File: config.mk
export PLATFORM = sky130hd
export DESIGN_NAME = sorted_set_binary_search_unit
export DESIGN_NICKNAME = d
export VERILOG_FILES = /design/src/ssbs_pkg.sv /design/src/sorted_set_binary_search_unit.sv /design/src/ssbs_ram.sv /design/src/ssbs_ctrl.sv
export SDC_FILE = /design/constraint.sdc
export NUM_CORES = 1
export LEC_CHECK = 0
export BUFFER_PORTS_ARGS = -buffer_cell sky130_fd_sc_hd__buf_4
export CAP_MARGIN = 10
export CORE_ASPECT_RATIO = 1.4
export CORE_MARGIN = 5
export CORE_UTILIZATION = 34
export DETAILED_ROUTE_END_ITERATION = 8
export PLACE_DENSITY = 0.57
export SLEW_MARGIN = 20
export SYNTH_ARGS = -nofsm -noshare
export SYNTH_HDL_FRONTEND = slang
export SYNTH_SLANG_ARGS = --single-unit
File: constraint.sdc
create_clock -name clock -period 7.43 [get_ports clock]
set_input_delay 1.1145 -clock clock [delete_from_list [all_inputs] [get_ports clock]]
set_output_delay 1.1145 -clock clock [all_outputs]
set_load 0.1 [all_outputs]
File: src/ssbs_pkg.sv
`timescale 1ns / 1ps

package ssbs_pkg;

   localparam int DATA_W           = 32;
   localparam int POS_W            = 4;
   localparam int STATUS_W         = 3;
   localparam int CAPACITY_DEFAULT = 16;

   typedef enum logic [STATUS_W-1:0] {
      ST_LOADED   = 3'd0,
      ST_FOUND    = 3'd1,
      ST_NOTFOUND = 3'd2,
      ST_RANGE    = 3'd3,
      ST_NOSET    = 3'd4,
      ST_OVERFLOW = 3'd5
   } status_type;

   typedef enum logic {
      REQ_LOAD   = 1'b0,
      REQ_SEARCH = 1'b1
   } req_kind_type;

   typedef struct packed {
      logic             valid;
      status_type       status;
      logic [POS_W-1:0] position;
   } rsp_type;

endpackage

File: src/sorted_set_binary_search_unit.sv
`timescale 1ns / 1ps

// Channel    Handshake             Payload
// ---------  --------------------  ------------------------------------------
// request    start & !busy         req_type, req_value (signed), req_last
// response   rsp_valid (1 cycle)   rsp_status, rsp_position
//
// A load that starts no sort leaves busy low, so loads may come back to back.
// A load with req_last and two or more held elements sorts the set in the
// memory by insertion, and busy stays high until the sort is done.
// A search that is rejected (no set, out of range) answers without raising
// busy; else it makes at most floor(log2(n)) + 1 probes through the memory.
// A response beat shows in the cycle after its decision; the receiver cannot
// stall it. Reset clears control state; the element memory is not cleared.

module sorted_set_binary_search_unit
   import ssbs_pkg::*;
#(
   parameter int CAPACITY = CAPACITY_DEFAULT
) (
   input  logic                     clock,
   input  logic                     reset,
   input  logic                     start,
   output logic                     busy,
   input  logic                     req_type,
   input  logic signed [DATA_W-1:0] req_value,
   input  logic                     req_last,
   output logic                     rsp_valid,
   output logic [STATUS_W-1:0]      rsp_status,
   output logic [POS_W-1:0]         rsp_position
);

   localparam int IW = (CAPACITY > 1) ? $clog2(CAPACITY) : 1;

   logic              ram_we;
   logic [IW-1:0]     ram_waddr;
   logic [DATA_W-1:0] ram_wdata;
   logic [IW-1:0]     ram_raddr;
   logic [DATA_W-1:0] ram_rdata;
   rsp_type           rsp_beat;

   // response register: one beat per request, never held
   logic                rsp_valid_ff, rsp_valid_in;
   logic [STATUS_W-1:0] rsp_status_ff, rsp_status_in;
   logic [POS_W-1:0]    rsp_position_ff, rsp_position_in;

   // sorted element store
   ssbs_ram #(
      .WIDTH (DATA_W),
      .DEPTH (CAPACITY)
   ) u_elements (
      .clock (clock),
      .we    (ram_we),
      .waddr (ram_waddr),
      .wdata (ram_wdata),
      .raddr (ram_raddr),
      .rdata (ram_rdata)
   );

   // load, sort and search sequencing
   ssbs_ctrl #(
      .CAPACITY (CAPACITY)
   ) u_ctrl (
      .clock     (clock),
      .reset     (reset),
      .start     (start),
      .req_type  (req_type),
      .req_value (req_value),
      .req_last  (req_last),
      .busy      (busy),
      .ram_we    (ram_we),
      .ram_waddr (ram_waddr),
      .ram_wdata (ram_wdata),
      .ram_raddr (ram_raddr),
      .ram_rdata (ram_rdata),
      .rsp_beat  (rsp_beat)
   );

   // capture the decision; drop position to zero on anything but a hit
   always_comb begin
      rsp_valid_in    = rsp_beat.valid;
      rsp_status_in   = rsp_beat.status;
      rsp_position_in = (rsp_beat.status == ST_FOUND) ? rsp_beat.position : '0;
   end

   always_ff @(posedge clock) begin
      if (reset) begin
         rsp_valid_ff <= 1'b0;
      end else begin
         rsp_valid_ff <= rsp_valid_in;
      end
   end

   always_ff @(posedge clock) begin
      rsp_status_ff   <= rsp_status_in;
      rsp_position_ff <= rsp_position_in;
   end

   assign rsp_valid    = rsp_valid_ff;
   assign rsp_status   = rsp_status_ff;
   assign rsp_position = rsp_position_ff;

endmodule

File: src/ssbs_ram.sv
`timescale 1ns / 1ps

module ssbs_ram #(
   parameter int WIDTH = 32,
   parameter int DEPTH = 16
) (
   input  logic                                   clock,
   input  logic                                   we,
   input  logic [(DEPTH > 1 ? $clog2(DEPTH) : 1)-1:0] waddr,
   input  logic [WIDTH-1:0]                       wdata,
   input  logic [(DEPTH > 1 ? $clog2(DEPTH) : 1)-1:0] raddr,
   output logic [WIDTH-1:0]                       rdata
);

   logic [WIDTH-1:0] mem_ff [DEPTH];
   logic [WIDTH-1:0] rdata_ff;

   always_ff @(posedge clock) begin
      if (we) begin
         mem_ff[waddr] <= wdata;
      end
      rdata_ff <= mem_ff[raddr];
   end

   assign rdata = rdata_ff;

endmodule

File: src/ssbs_ctrl.sv
`timescale 1ns / 1ps

module ssbs_ctrl
   import ssbs_pkg::*;
#(
   parameter int CAPACITY = CAPACITY_DEFAULT
) (
   input  logic                                         clock,
   input  logic                                         reset,
   input  logic                                         start,
   input  logic                                         req_type,
   input  logic signed [DATA_W-1:0]                     req_value,
   input  logic                                         req_last,
   output logic                                         busy,
   output logic                                         ram_we,
   output logic [(CAPACITY > 1 ? $clog2(CAPACITY) : 1)-1:0] ram_waddr,
   output logic [DATA_W-1:0]                            ram_wdata,
   output logic [(CAPACITY > 1 ? $clog2(CAPACITY) : 1)-1:0] ram_raddr,
   input  logic [DATA_W-1:0]                            ram_rdata,
   output rsp_type                                      rsp_beat
);

   localparam int IW = (CAPACITY > 1) ? $clog2(CAPACITY) : 1;
   localparam int CW = $clog2(CAPACITY + 1);

   typedef enum logic [5:0] {
      S_IDLE       = 6'b000001,
      S_SORT_START = 6'b000010,
      S_SORT_CUR   = 6'b000100,
      S_SORT_SHIFT = 6'b001000,
      S_SORT_PLACE = 6'b010000,
      S_PROBE      = 6'b100000
   } state_type;

   state_type state_ff, state_in;

   logic [CW-1:0]            count_ff, count_in;
   logic                     set_ready_ff, set_ready_in;
   logic                     loading_ff, loading_in;
   logic signed [DATA_W-1:0] min_ff, min_in;
   logic signed [DATA_W-1:0] max_ff, max_in;
   logic signed [DATA_W-1:0] cur_ff, cur_in;
   logic signed [DATA_W-1:0] key_ff, key_in;
   logic [CW-1:0]            i_ff, i_in;
   logic [IW-1:0]            j_ff, j_in;
   logic [IW-1:0]            lo_ff, lo_in;
   logic [IW-1:0]            hi_ff, hi_in;
   logic [IW-1:0]            mid_ff, mid_in;

   logic                     accept;
   logic [CW-1:0]            base_count;
   logic                     fits;
   logic [CW-1:0]            new_count;
   logic [IW-1:0]            hi_start;
   logic [IW-1:0]            mid_m1;
   logic [IW-1:0]            mid_p1;
   logic [IW:0]              sum_lo;
   logic [IW:0]              sum_hi;
   logic [CW-1:0]            i_next;
   logic                     sort_done;
   logic signed [DATA_W-1:0] rdata_s;

   assign busy       = (state_ff != S_IDLE);
   assign accept     = start && (state_ff == S_IDLE);
   assign base_count = loading_ff ? count_ff : '0;
   assign fits       = (base_count < CW'(CAPACITY));
   assign new_count  = base_count + CW'(fits);
   assign hi_start   = count_ff[IW-1:0] - IW'(1);
   assign mid_m1     = mid_ff - IW'(1);
   assign mid_p1     = mid_ff + IW'(1);
   assign sum_lo     = {1'b0, lo_ff} + {1'b0, mid_m1};
   assign sum_hi     = {1'b0, mid_p1} + {1'b0, hi_ff};
   assign i_next     = i_ff + CW'(1);
   assign sort_done  = (i_next == count_ff);
   assign rdata_s    = signed'(ram_rdata);

   always_comb begin
      state_in        = state_ff;
      count_in        = count_ff;
      set_ready_in    = set_ready_ff;
      loading_in      = loading_ff;
      min_in          = min_ff;
      max_in          = max_ff;
      cur_in          = cur_ff;
      key_in          = key_ff;
      i_in            = i_ff;
      j_in            = j_ff;
      lo_in           = lo_ff;
      hi_in           = hi_ff;
      mid_in          = mid_ff;
      ram_we          = 1'b0;
      ram_waddr       = j_ff;
      ram_wdata       = cur_ff;
      ram_raddr       = mid_ff;
      rsp_beat.valid    = 1'b0;
      rsp_beat.status   = ST_LOADED;
      rsp_beat.position = '0;

      case (state_ff)
         S_IDLE: begin
            if (accept && req_type == REQ_LOAD) begin
               ram_we          = fits;
               ram_waddr       = base_count[IW-1:0];
               ram_wdata       = req_value;
               count_in        = new_count;
               set_ready_in    = req_last && (new_count != '0);
               loading_in      = !req_last;
               if (fits && (!loading_ff || req_value < min_ff)) begin
                  min_in = req_value;
               end
               if (fits && (!loading_ff || req_value > max_ff)) begin
                  max_in = req_value;
               end
               rsp_beat.valid  = 1'b1;
               rsp_beat.status = fits ? ST_LOADED : ST_OVERFLOW;
               if (req_last && new_count > CW'(1)) begin
                  i_in     = CW'(1);
                  state_in = S_SORT_START;
               end
            end else if (accept) begin
               if (!set_ready_ff) begin
                  rsp_beat.valid  = 1'b1;
                  rsp_beat.status = ST_NOSET;
               end else if (req_value < min_ff || req_value > max_ff) begin
                  rsp_beat.valid  = 1'b1;
                  rsp_beat.status = ST_RANGE;
               end else begin
                  key_in    = req_value;
                  lo_in     = '0;
                  hi_in     = hi_start;
                  mid_in    = hi_start >> 1;
                  ram_raddr = hi_start >> 1;
                  state_in  = S_PROBE;
               end
            end
         end
         S_SORT_START: begin
            ram_raddr = i_ff[IW-1:0];
            state_in  = S_SORT_CUR;
         end
         S_SORT_CUR: begin
            cur_in    = rdata_s;
            j_in      = i_ff[IW-1:0];
            ram_raddr = i_ff[IW-1:0] - IW'(1);
            state_in  = S_SORT_SHIFT;
         end
         S_SORT_SHIFT: begin
            ram_we    = 1'b1;
            ram_waddr = j_ff;
            if (rdata_s > cur_ff) begin
               // move the larger neighbor up one slot
               ram_wdata = ram_rdata;
               j_in      = j_ff - IW'(1);
               if (j_ff == IW'(1)) begin
                  state_in = S_SORT_PLACE;
               end else begin
                  ram_raddr = j_ff - IW'(2);
               end
            end else begin
               ram_wdata = cur_ff;
               i_in      = i_next;
               ram_raddr = i_next[IW-1:0];
               state_in  = sort_done ? S_IDLE : S_SORT_CUR;
            end
         end
         S_SORT_PLACE: begin
            ram_we    = 1'b1;
            ram_waddr = '0;
            ram_wdata = cur_ff;
            i_in      = i_next;
            ram_raddr = i_next[IW-1:0];
            state_in  = sort_done ? S_IDLE : S_SORT_CUR;
         end
         S_PROBE: begin
            if (rdata_s == key_ff) begin
               rsp_beat.valid    = 1'b1;
               rsp_beat.status   = ST_FOUND;
               rsp_beat.position = POS_W'(mid_ff);
               state_in          = S_IDLE;
            end else if (rdata_s > key_ff) begin
               if (mid_ff == lo_ff) begin
                  rsp_beat.valid  = 1'b1;
                  rsp_beat.status = ST_NOTFOUND;
                  state_in        = S_IDLE;
               end else begin
                  hi_in     = mid_m1;
                  mid_in    = sum_lo[IW:1];
                  ram_raddr = sum_lo[IW:1];
               end
            end else begin
               if (mid_ff == hi_ff) begin
                  rsp_beat.valid  = 1'b1;
                  rsp_beat.status = ST_NOTFOUND;
                  state_in        = S_IDLE;
               end else begin
                  lo_in     = mid_p1;
                  mid_in    = sum_hi[IW:1];
                  ram_raddr = sum_hi[IW:1];
               end
            end
         end
         default: begin
            state_in = S_IDLE;
         end
      endcase
   end

   always_ff @(posedge clock) begin
      if (reset) begin
         state_ff     <= S_IDLE;
         count_ff     <= '0;
         set_ready_ff <= 1'b0;
         loading_ff   <= 1'b0;
      end else begin
         state_ff     <= state_in;
         count_ff     <= count_in;
         set_ready_ff <= set_ready_in;
         loading_ff   <= loading_in;
      end
   end

   always_ff @(posedge clock) begin
      min_ff <= min_in;
      max_ff <= max_in;
      cur_ff <= cur_in;
      key_ff <= key_in;
      i_ff   <= i_in;
      j_ff   <= j_in;
      lo_ff  <= lo_in;
      hi_ff  <= hi_in;
      mid_ff <= mid_in;
   end

`ifndef SYNTHESIS
   a_onehot_state: assert property (@(posedge clock) disable iff (reset)
      $onehot(state_ff))
      else $error("state register lost its one-hot code");

   a_count_bound: assert property (@(posedge clock) disable iff (reset)
      count_ff <= CW'(CAPACITY))
      else $error("element count above capacity");

   a_probe_set: assert property (@(posedge clock) disable iff (reset)
      state_ff == S_PROBE |-> set_ready_ff && !loading_ff)
      else $error("probe without a complete set");

   a_probe_window: assert property (@(posedge clock) disable iff (reset)
      state_ff == S_PROBE |-> lo_ff <= mid_ff && mid_ff <= hi_ff)
      else $error("midpoint outside search window");

   a_sort_write: assert property (@(posedge clock) disable iff (reset)
      ram_we && state_ff != S_IDLE |-> CW'(ram_waddr) < count_ff)
      else $error("sort write beyond the loaded set");
`endif

endmodule

==> out/results.tsv, run 1 <==
metric	value	unit
fraction of layout cells with a size suffix above 1	8.69	%
RSZ-0062 raised after global routing	false	
FF+latch count, synth	714	
Die Height	374	µm
number of synthesized flops with an enable pin	661	
worst slew pin tran	1.71	ns
Synth Area in Compound Gates	11.2	%
most used cell along the critical path	a211oi_1	
clock skew	0.0256	ns
CTS buffer count	67	
Tmin final	6.03	ns
Ports	46	
Yosys cell types	68	
Most used DFF post-synth	edfxtp_1	
r2r endpoint	u_elements.rdata[10]	
placed inst area	34000	µm²
final slew viol count	134	
ys async rst share	0	%
Tcrit/Tclk final	81.2	%
placer congestion estimate	0.874	
H-tree Lvls	3	
vias in the first global route	20665	
Fin Hold WS	0.515	ns
Worst setup EP type	register	
CTS Hold Bufs	0	
LEAKAGE	0.0133	µW
final wirelength	85900	µm
internal power	9360	µW
commonest cells after routing, fill and taps aside	661 x edfxtp_1, 266 x and3_1, 263 x a211oi_1	
# port buffers	45	
highest metal used	met4	
clk root buf	clkbuf_16	
initial core utilization	34.2	%
sum of negative setup slack	0	ns
synth top area cells	edfxtp_1 62%, a211oi_1 6.2%, ha_1 5.7%, and3_1 5.2%, dfxtp_1 3.3%	
register share of total power	36.3	%
Nets	2618	
global-route wire length before repair	128000	µm
Synth top area share	61.7	%
f_max	166	MHz
CP required	7.92	ns
syn_area_per_cell	13.2	µm²
outcome	finished with violations	
mux cell area share after synthesis	0.163	%
cell taking the most area after synthesis	edfxtp_1	
post_cts resized	0	
failing checks	slew limit	
arrival time worst endpoint	6.52	ns
Antenna diodes	0	
Syn-to-layout area delta	12.5	%
Syn Nets	2622	
peak supply drop	0.614	mV
total track usage	16.4	%
cell count after placement	3579	
Post-Layout Cell Count	3701	
grt ovf	0	
Min-Delay Path Class	reg -> reg	
CP peak stage delay	0.75	ns
Detail Route Antenna Nets	0	
initial antenna violation count	0	
main combinational cell family by area after synthesis	simple AND/OR/NAND/NOR gates	
number of remaining DRC errors	0	
R2R Path Start	u_elements.rdata[21]	
Vias per Instance	5.57	
Logic pwr share	40.8	%
initial DRC count	1773	
Ys Warns	0	
endpoints failing setup	0	
Synth Area in Adders	5.80	%
deepest clock path buffer count	3	
Final HPWL DP	50100	µm
worst-case reg-to-reg path depth	14	
met3 wire len	4040	µm
xor/xnor share of the synthesized area	0.816	%
setup bufs post-CTS	0	
Psw	5900	µW
WL per Instance	23.2	µm
largest net degree at the start of global routing	257	
cell area after synthesis	32200	µm²
core area	94000	µm²
PwrDens	421	nW/µm²
die area	101000	µm²
Hold Path Sink	u_ctrl.cur_ff[11]	
Worst-Skew Late Latency	0.65	ns
Clk pin slew, worst setup/hold paths	0.06	ns
CP cell instances	ha_1 > a211o_1 > o211ai_1 > o211a_1 > o21bai_1 > mux2i_1 > nand3b_1 > a211oi_1 > o22ai_4 > buf_12 > and3_1 > a211oi_1 > nor3b_1 > or4_1	
startpoint types	register	
met2 wire length	43900	µm
Syn Inst Count	2437	
# rows	133	
register area share after synthesis	65.0	%
Hold Crit Start	u_elements.rdata[11]	
M1 wire length	34700	µm
Setup Crit Path Kind	reg -> reg	
CTS tree	yes	
R2R setup slack	1.40	ns
detailed-route via count	20619	
Min-Delay Path Depth	0	
Total Power	15300	µW
# clock sinks	714	
crit path max fanout	256	
final hold violations	0	
Critical-path top delay cell	mux2i_1	
Sw Ratio	38.7	%
first drt pass iteration count	6	
clock power share	22.9	%
Die Wd	270	µm
commonest non-fill, non-tap cell in the layout	edfxtp_1	
relative slew slack	-14.3	%
post-route cell area	36200	µm²
max-cap violations	0	
Post-Synth Simple-Gate Area	13.0	%
## through the flow
step | setup WS, ns | util [%]
after CTS | 1.85 | 38.5
final | 1.40 | 38.5
after detailed placement | 1.15 | 36.2
after floorplan | 2.40 | -
after global routing | 1.59 | 38.5
after global placement | 1.23 | 36.2
## flip-flops by register name, indices dropped and copies added, names as in the netlist
name	flops
u_ctrl.lo_ff	4
u_ctrl.loading_ff	1
u_ctrl.set_ready_ff	1
u_ctrl.mid_ff	4
rsp_position	4
u_elements.rdata	32
u_ctrl.hi_ff	4
u_ctrl.j_ff	4
u_ctrl.state_ff	6
u_elements.mem_ff	512
rsp_status	3
u_ctrl.i_ff	5
u_ctrl.count_ff	5
u_ctrl.min_ff	32
u_ctrl.cur_ff	32
u_ctrl.key_ff	32
rsp_valid	1
u_ctrl.max_ff	32
## cell families after synthesis
group | after synthesis
muxes | 5
xor gates and xnor gates | 30
adders and majority gates | 148
AOI/OAI and AO/OA | 504
buffers and inverters | 341
and+or+nand+nor | 695
DFF | 714
## per-layer routing
metal  vias to the layer above  track usage [%]
met5                         -                0
met4                         0             6.43
met3                       155             2.71
met2                       593             29.2
met1                     10430             19.8
li1                       9441                -
## Yosys cell counts (23+ instances only)
cell        n
a211oi_1  264
a21oi_1    80
a222oi_1   32
and3_1    266
buf_2      23
clkbuf_1  130
dfxtp_1    53
edfxtp_1  661
ha_1      146
inv_1     183
nand2_1    71
nand3_1    27
nand4_1    30
nor2_1     65
nor3b_1   132
o21ai_0    45
or4_1      35
## final cells by class
| type | instances | area, µm² |
|---|---|---|
| clock inverters | 25 | 290 |
| clock buffers | 97 | 1910 |
| well taps | 1215 | 1520 |
| multi-input cells | 1382 | 10200 |
| repair buffers | 84 | 693 |
| inverters | 184 | 691 |
| fillers | 8724 | 57800 |
| flip-flops and latches | 714 | 20900 |
## worst max path at each step
stage,start,end,depth (start not counted)
finish,u_elements.rdata[21],u_elements.rdata[10],14
global route,req_value[14],u_elements.rdata[4],16
CTS,req_value[15],u_elements.rdata[4],16
detailed placement,req_value[15],u_elements.rdata[4],16
global placement,req_value[15],u_elements.rdata[25],16
floorplan,req_value[7],u_elements.rdata[15],15
## power groups by stage
| stage | Combinational (µW) | Clock (µW) | Sequential [µW] |
|---|---|---|---|
| 6_report | 6220 | 3490 | 5540 |
| 5_1_grt | 6810 | 3710 | 5570 |
| 4_1_cts | 6250 | 3580 | 5540 |
| 3_5_place_dp | 6230 | 0 | 5620 |
| 3_3_place_gp | 6080 | 0 | 5620 |
| 2_1_floorplan | 4280 | 0 | 5480 |
## worst max-delay path: cells and delay by family (launching register included)
family                   cells  cell delay [ns]
buffers and inverters        1             0.25
adder cells (fa/ha/maj)      1             0.30
flip-flops                   1             0.47
multiplexers                 1             0.75
AND/OR/NAND/NOR              4             1.51
AO/OA/AOI/OAI                7             1.91
Power figures use the tool's default switching activity.
==> run 2: changes to the inputs <==
Clock period 7.43 ns to 6 ns, I/O delays scaled along.
==> out/results.tsv, run 2 (synthesis results as in run 1) <==
metric	value	unit	change
outcome	finished, final reports clean		was finished with violations
placer congestion estimate	0.855		was 0.874
Vias per Instance	5.45		was 5.57
final hold violations	0		unchanged
Hold Crit Start	req_last		was u_elements.rdata[11]
final wirelength	84900	µm	was 85900 µm
setup bufs post-CTS	0		unchanged
sum of negative setup slack	0	ns	unchanged
CTS tree	yes		unchanged
Post-Layout Cell Count	3731		was 3701
first drt pass iteration count	6		unchanged
final slew viol count	0		was 134
startpoint types	register		unchanged
cell count after placement	3608		was 3579
max FFs per register	512		unchanged
Ports	46		unchanged
total track usage	16.4	%	about the same
peak supply drop	0.365	mV	was 0.614 mV
die area	101000	µm²	unchanged
r2r endpoint	u_elements.rdata[23]		was u_elements.rdata[10]
post-route cell area	36800	µm²	was 36200 µm²
arrival time worst endpoint	5.77	ns	was 6.52 ns
vias in the first global route	20800		was 20665
initial antenna violation count	1		was 0
CP required	6.50	ns	was 7.92 ns
Hold Path Sink	u_ctrl.loading_ff		was u_ctrl.cur_ff[11]
Die Height	374	µm	unchanged
Tcrit/Tclk final	87.8	%	was 81.2%
Die Wd	270	µm	unchanged
# port buffers	45		unchanged
Tmin final	5.27	ns	was 6.03 ns
Min-Delay Path Class	in -> reg		was reg -> reg
grt peak-use layer	met2		unchanged
Detail Route Antenna Nets	0		unchanged
Worst setup EP type	register		unchanged
Nets	2647		was 2618
CTS Hold Bufs	0		unchanged
placed inst area	34400	µm²	was 34000 µm²
# rows	133		unchanged
grt ovf	0		unchanged
Antenna diodes	0		unchanged
f_max	190	MHz	was 166 MHz
PwrDens	530	nW/µm²	was 421 nW/µm²
initial DRC count	1613		was 1773
H-tree Lvls	3		unchanged
global-route wire length before repair	129000	µm	was 128000 µm
commonest non-fill, non-tap cell in the layout	edfxtp_1		unchanged
WL per Instance	22.8	µm	was 23.2 µm
CTS buffer count	67		unchanged
# clock sinks	714		unchanged
Final HPWL DP	51900	µm	was 50100 µm
R2R setup slack	0.73	ns	was 1.40 ns
max-cap violations	0		unchanged
detailed-route via count	20345		was 20619
endpoints failing setup	0		unchanged
number of remaining DRC errors	0		unchanged
worst slew pin tran	1.06	ns	was 1.71 ns
initial core utilization	34.2	%	unchanged
largest net degree at the start of global routing	99		was 257
Top reg by flops	u_elements.mem_ff		unchanged
RSZ-0062 raised after global routing	false		unchanged
relative slew slack	29.0	%	was -14.3%
grt met3 use	2.13	%	was 2.71%
Fin Hold WS	0.471	ns	was 0.515 ns
Setup Crit Path Kind	reg -> reg		unchanged
clock skew	0.0195	ns	was 0.0256 ns
fraction of layout cells with a size suffix above 1	10.4	%	was 8.69%
grt met1 use	19.7	%	was 19.8%
Worst-Skew Late Latency	0.64	ns	was 0.65 ns
deepest clock path buffer count	3		unchanged
clk root buf	clkbuf_16		unchanged
Clk pin slew, worst setup/hold paths	0.07	ns	was 0.06 ns
post_cts resized	0		unchanged
Min-Delay Path Depth	2		was 0
LEAKAGE	0.0136	µW	was 0.0133 µW
GR Util met2	29.6	%	was 29.2%
R2R Path Start	u_elements.rdata[7]		was u_elements.rdata[21]
commonest cells after routing, fill and taps aside	661 x edfxtp_1, 266 x and3_1, 263 x a211oi_1		unchanged
Syn-to-layout area delta	14.2	%	was 12.5%
worst-case reg-to-reg path depth	14		unchanged
core area	94000	µm²	unchanged
crit path max fanout	98		was 256
## run 2: area by class of cell
cell class	instances	area (µm²)
fill	8708	57300
inverter	184	691
sequential	714	20900
tap	1215	1520
clock inverter	41	557
multi-input combinational	1382	10200
clock buffer	82	1820
timing repair buffer	113	1070
## run 2: how the worst max path moves through the flow
stage	startpoint	to	slack (ns)	cells after the start
finish	u_elements.rdata[7]	u_elements.rdata[23]	0.73	14
global route	u_elements.rdata[31]	u_elements.rdata[23]	0.55	14
CTS	u_elements.rdata[31]	u_elements.rdata[23]	0.78	14
detailed placement	req_value[2]	u_elements.rdata[23]	0.53	17
global placement	req_value[15]	u_elements.rdata[29]	0.21	15
floorplan	req_value[7]	u_elements.rdata[15]	1.18	15
## run 2: routing by layer
metal | routed length, µm | vias up
li1 | - | 9489
met1 | 34400 | 10234
met2 | 44100 | 480
met3 | 3550 | 142
met4 | 2920 | 0
met5 | 0 | -
## run 2: stage by stage
| stage | power (µW) | setup WS (ns) | util, % |
|---|---|---|---|
| floorplan | 12100 | 1.18 | - |
| global placement | 14900 | 0.207 | 36.6 |
| detailed placement | 15100 | 0.527 | 36.6 |
| CTS | 19700 | 0.780 | 39.1 |
| global route | 20600 | 0.547 | 39.1 |
| finish | 19500 | 0.732 | 39.1 |
## run 2: worst max-delay path, cell delays in order, from the launching register on
cell	delay, ns
dfxtp_1	0.47
ha_1	0.30
a21oi_1	0.24
o21ai_0	0.14
a221o_1	0.39
o31a_1	0.40
or3_1	0.39
a21o_1	0.31
a211o_1	0.36
a211oi_4	0.52
nand2_8	0.25
buf_12	0.27
a211oi_1	0.36
nor3b_1	0.09
or4_1	0.53
## run 2: power by group
part | leakage [µW] | internal [µW] | total (µW) | switching (µW)
Sequential | 0.00644 | 6510 | 6850 | 335
Clock | 0.00116 | 2700 | 4580 | 1880
Combinational | 0.00602 | 2910 | 8070 | 5170
Total | 0.0136 | 12100 | 19500 | 7380
==> run 3: changes to the inputs <==
Settings changed: CORE_UTILIZATION 34 to 63, PLACE_DENSITY 0.57 to 0.89.
==> out/results.tsv, run 3 (synthesis results as in run 1) <==
metric	value	unit	change
# port buffers	45		unchanged
PwrDens	534	nW/µm²	was 530 nW/µm²
Tcrit/Tclk final	90.4	%	was 87.8%
worst-case reg-to-reg path depth	14		unchanged
multi-input logic area	10200	µm²	about the same
relative slew slack	32.4	%	was 29.0%
Min-Delay Path Depth	2		unchanged
commonest cells after routing, fill and taps aside	661 x edfxtp_1, 266 x and3_1, 263 x a211oi_1		unchanged
largest net degree at the start of global routing	153		was 99
die area	55800	µm²	was 101000 µm²
register area	20900	µm²	unchanged
placed inst area	33400	µm²	was 34400 µm²
Worst setup EP type	register		unchanged
Syn-to-layout area delta	10.3	%	was 14.2%
WL per Instance	27.0	µm	was 22.8 µm
RSZ-0062 raised after global routing	false		unchanged
post_cts resized	0		unchanged
crit path max fanout	152		was 98
endpoints failing setup	0		unchanged
core area	50900	µm²	was 94000 µm²
Top reg by flops	u_elements.mem_ff		unchanged
commonest non-fill, non-tap cell in the layout	edfxtp_1		unchanged
# rows	98		was 133
Sw Ratio	39.3	%	was 37.9%
clk root buf	clkbuf_16		unchanged
internal power	11500	µW	was 12100 µW
first drt pass iteration count	9		was 6
sum of negative setup slack	0	ns	unchanged
fill count	2960		was 8708
Min-Delay Path Class	in -> reg		unchanged
H-tree Lvls	2		was 3
Die Wd	201	µm	was 270 µm
initial antenna violation count	0		was 1
Tmin final	5.42	ns	was 5.27 ns
Worst-Skew Late Latency	0.63	ns	was 0.64 ns
Antenna diodes	0		unchanged
Die Height	277	µm	was 374 µm
initial core utilization	63.3	%	was 34.2%
detailed-route via count	22168		was 20345
grt ovf	0		unchanged
Nets	2626		was 2647
CTS tree	yes		unchanged
worst slew pin tran	1.01	ns	was 1.06 ns
setup bufs post-CTS	0		unchanged
outcome	finished, final reports clean		unchanged
register share of total power	36.3	%	was 35.1%
R2R setup slack	0.58	ns	was 0.73 ns
vias in the first global route	22177		was 20800
CTS buffer count	60		was 67
Clk pin slew, worst setup/hold paths	0.07	ns	about the same
LEAKAGE	0.0134	µW	was 0.0136 µW
global-route wire length before repair	128000	µm	was 129000 µm
f_max	184	MHz	was 190 MHz
clock skew	0.0349	ns	was 0.0195 ns
Setup Crit Path Kind	reg -> reg		unchanged
Ports	46		unchanged
# clock sinks	714		unchanged
clock power share	21.3	%	was 23.5%
initial DRC count	3335		was 1613
Detail Route Antenna Nets	0		unchanged
Vias per Instance	7.06		was 5.45
fraction of layout cells with a size suffix above 1	9.07	%	was 10.4%
final hold violations	0		unchanged
total track usage	29.4	%	was 16.4%
CP required	6.47	ns	was 6.50 ns
peak supply drop	0.552	mV	was 0.365 mV
CTS Hold Bufs	0		unchanged
startpoint types	register		unchanged
arrival time worst endpoint	5.89	ns	was 5.77 ns
post-route cell area	35500	µm²	was 36800 µm²
number of remaining DRC errors	0		unchanged
Logic pwr share	42.4	%	was 41.4%
max-cap violations	0		unchanged
Psw	7440	µW	was 7380 µW
placer congestion estimate	0.937		was 0.855
final slew viol count	0		unchanged
deepest clock path buffer count	3		unchanged
final wirelength	84900	µm	about the same
Final HPWL DP	48300	µm	was 51900 µm
max FFs per register	512		unchanged
run 3: critical path, cell delays in order, from the launching register on:
cell and delay, ns:
dfxtp_1 0.42, ha_1 0.38, nand4_1 0.20, nor4_1 0.62, a21boi_0 0.30, o31a_1 0.27, o21ai_0 0.20, a21o_1 0.29
a211o_1 0.36, a211oi_4 0.60, nand2_8 0.11, buf_12 0.31, a211oi_1 0.48, nor3b_1 0.13, or4_1 0.51
run 3: power by group through the flow:
stage          Clock (µW)  Combinational, µW  Sequential (µW)
6_report             4040               8030             6870
5_1_grt              4260               8530             6890
2_1_floorplan           0               5300             6780
3_3_place_gp            0               7170             6920
3_5_place_dp            0               7600             6950
4_1_cts              4040               7810             6850
run 3: layout make-up:
class                           instances  share of cell area, %
Clock buffer                           80                   4.64
Sequential cell                       714                   58.9
Inverter                              184                   1.94
Tap cell                              650                   2.29
Timing Repair Buffer                   99                   2.43
Multi-Input combinational cell       1382                   28.7
Clock inverter                         33                   1.11
run 3: final timing paths:
check,from,to
max reg2reg,u_elements.rdata[15],u_elements.rdata[25]
min reg2reg,u_elements.rdata[13],u_ctrl.cur_ff[13]
max,u_elements.rdata[15],u_elements.rdata[25]
min,req_last,u_ctrl.loading_ff
run 3: per-layer routing:
metal / global-route usage, % / wire length (µm) / vias up
met5: 0 / 0 / -
met4: 15.3 / 4970 / 0
met3: 4.71 / 9520 / 348
met2: 50.2 / 41900 / 1704
met1: 36.5 / 28500 / 10677
li1: - / - / 9439
run 3: through the flow:
step / util [%] / hold slack (ns) / setup slack, ns / cells / power (µW)
final: 69.8 / 0.500 / 0.575 / 3142 / 19000
after floorplan: - / 0.429 / 1.18 / 2437 / 12100
after CTS: 69.7 / 0.487 / 0.783 / 3141 / 18700
after global routing: 69.8 / 0.506 / 0.482 / 3142 / 19700
after global placement: 65.7 / 0.503 / 0.639 / 3028 / 14100
after detailed placement: 65.7 / 0.521 / 0.481 / 3028 / 14500
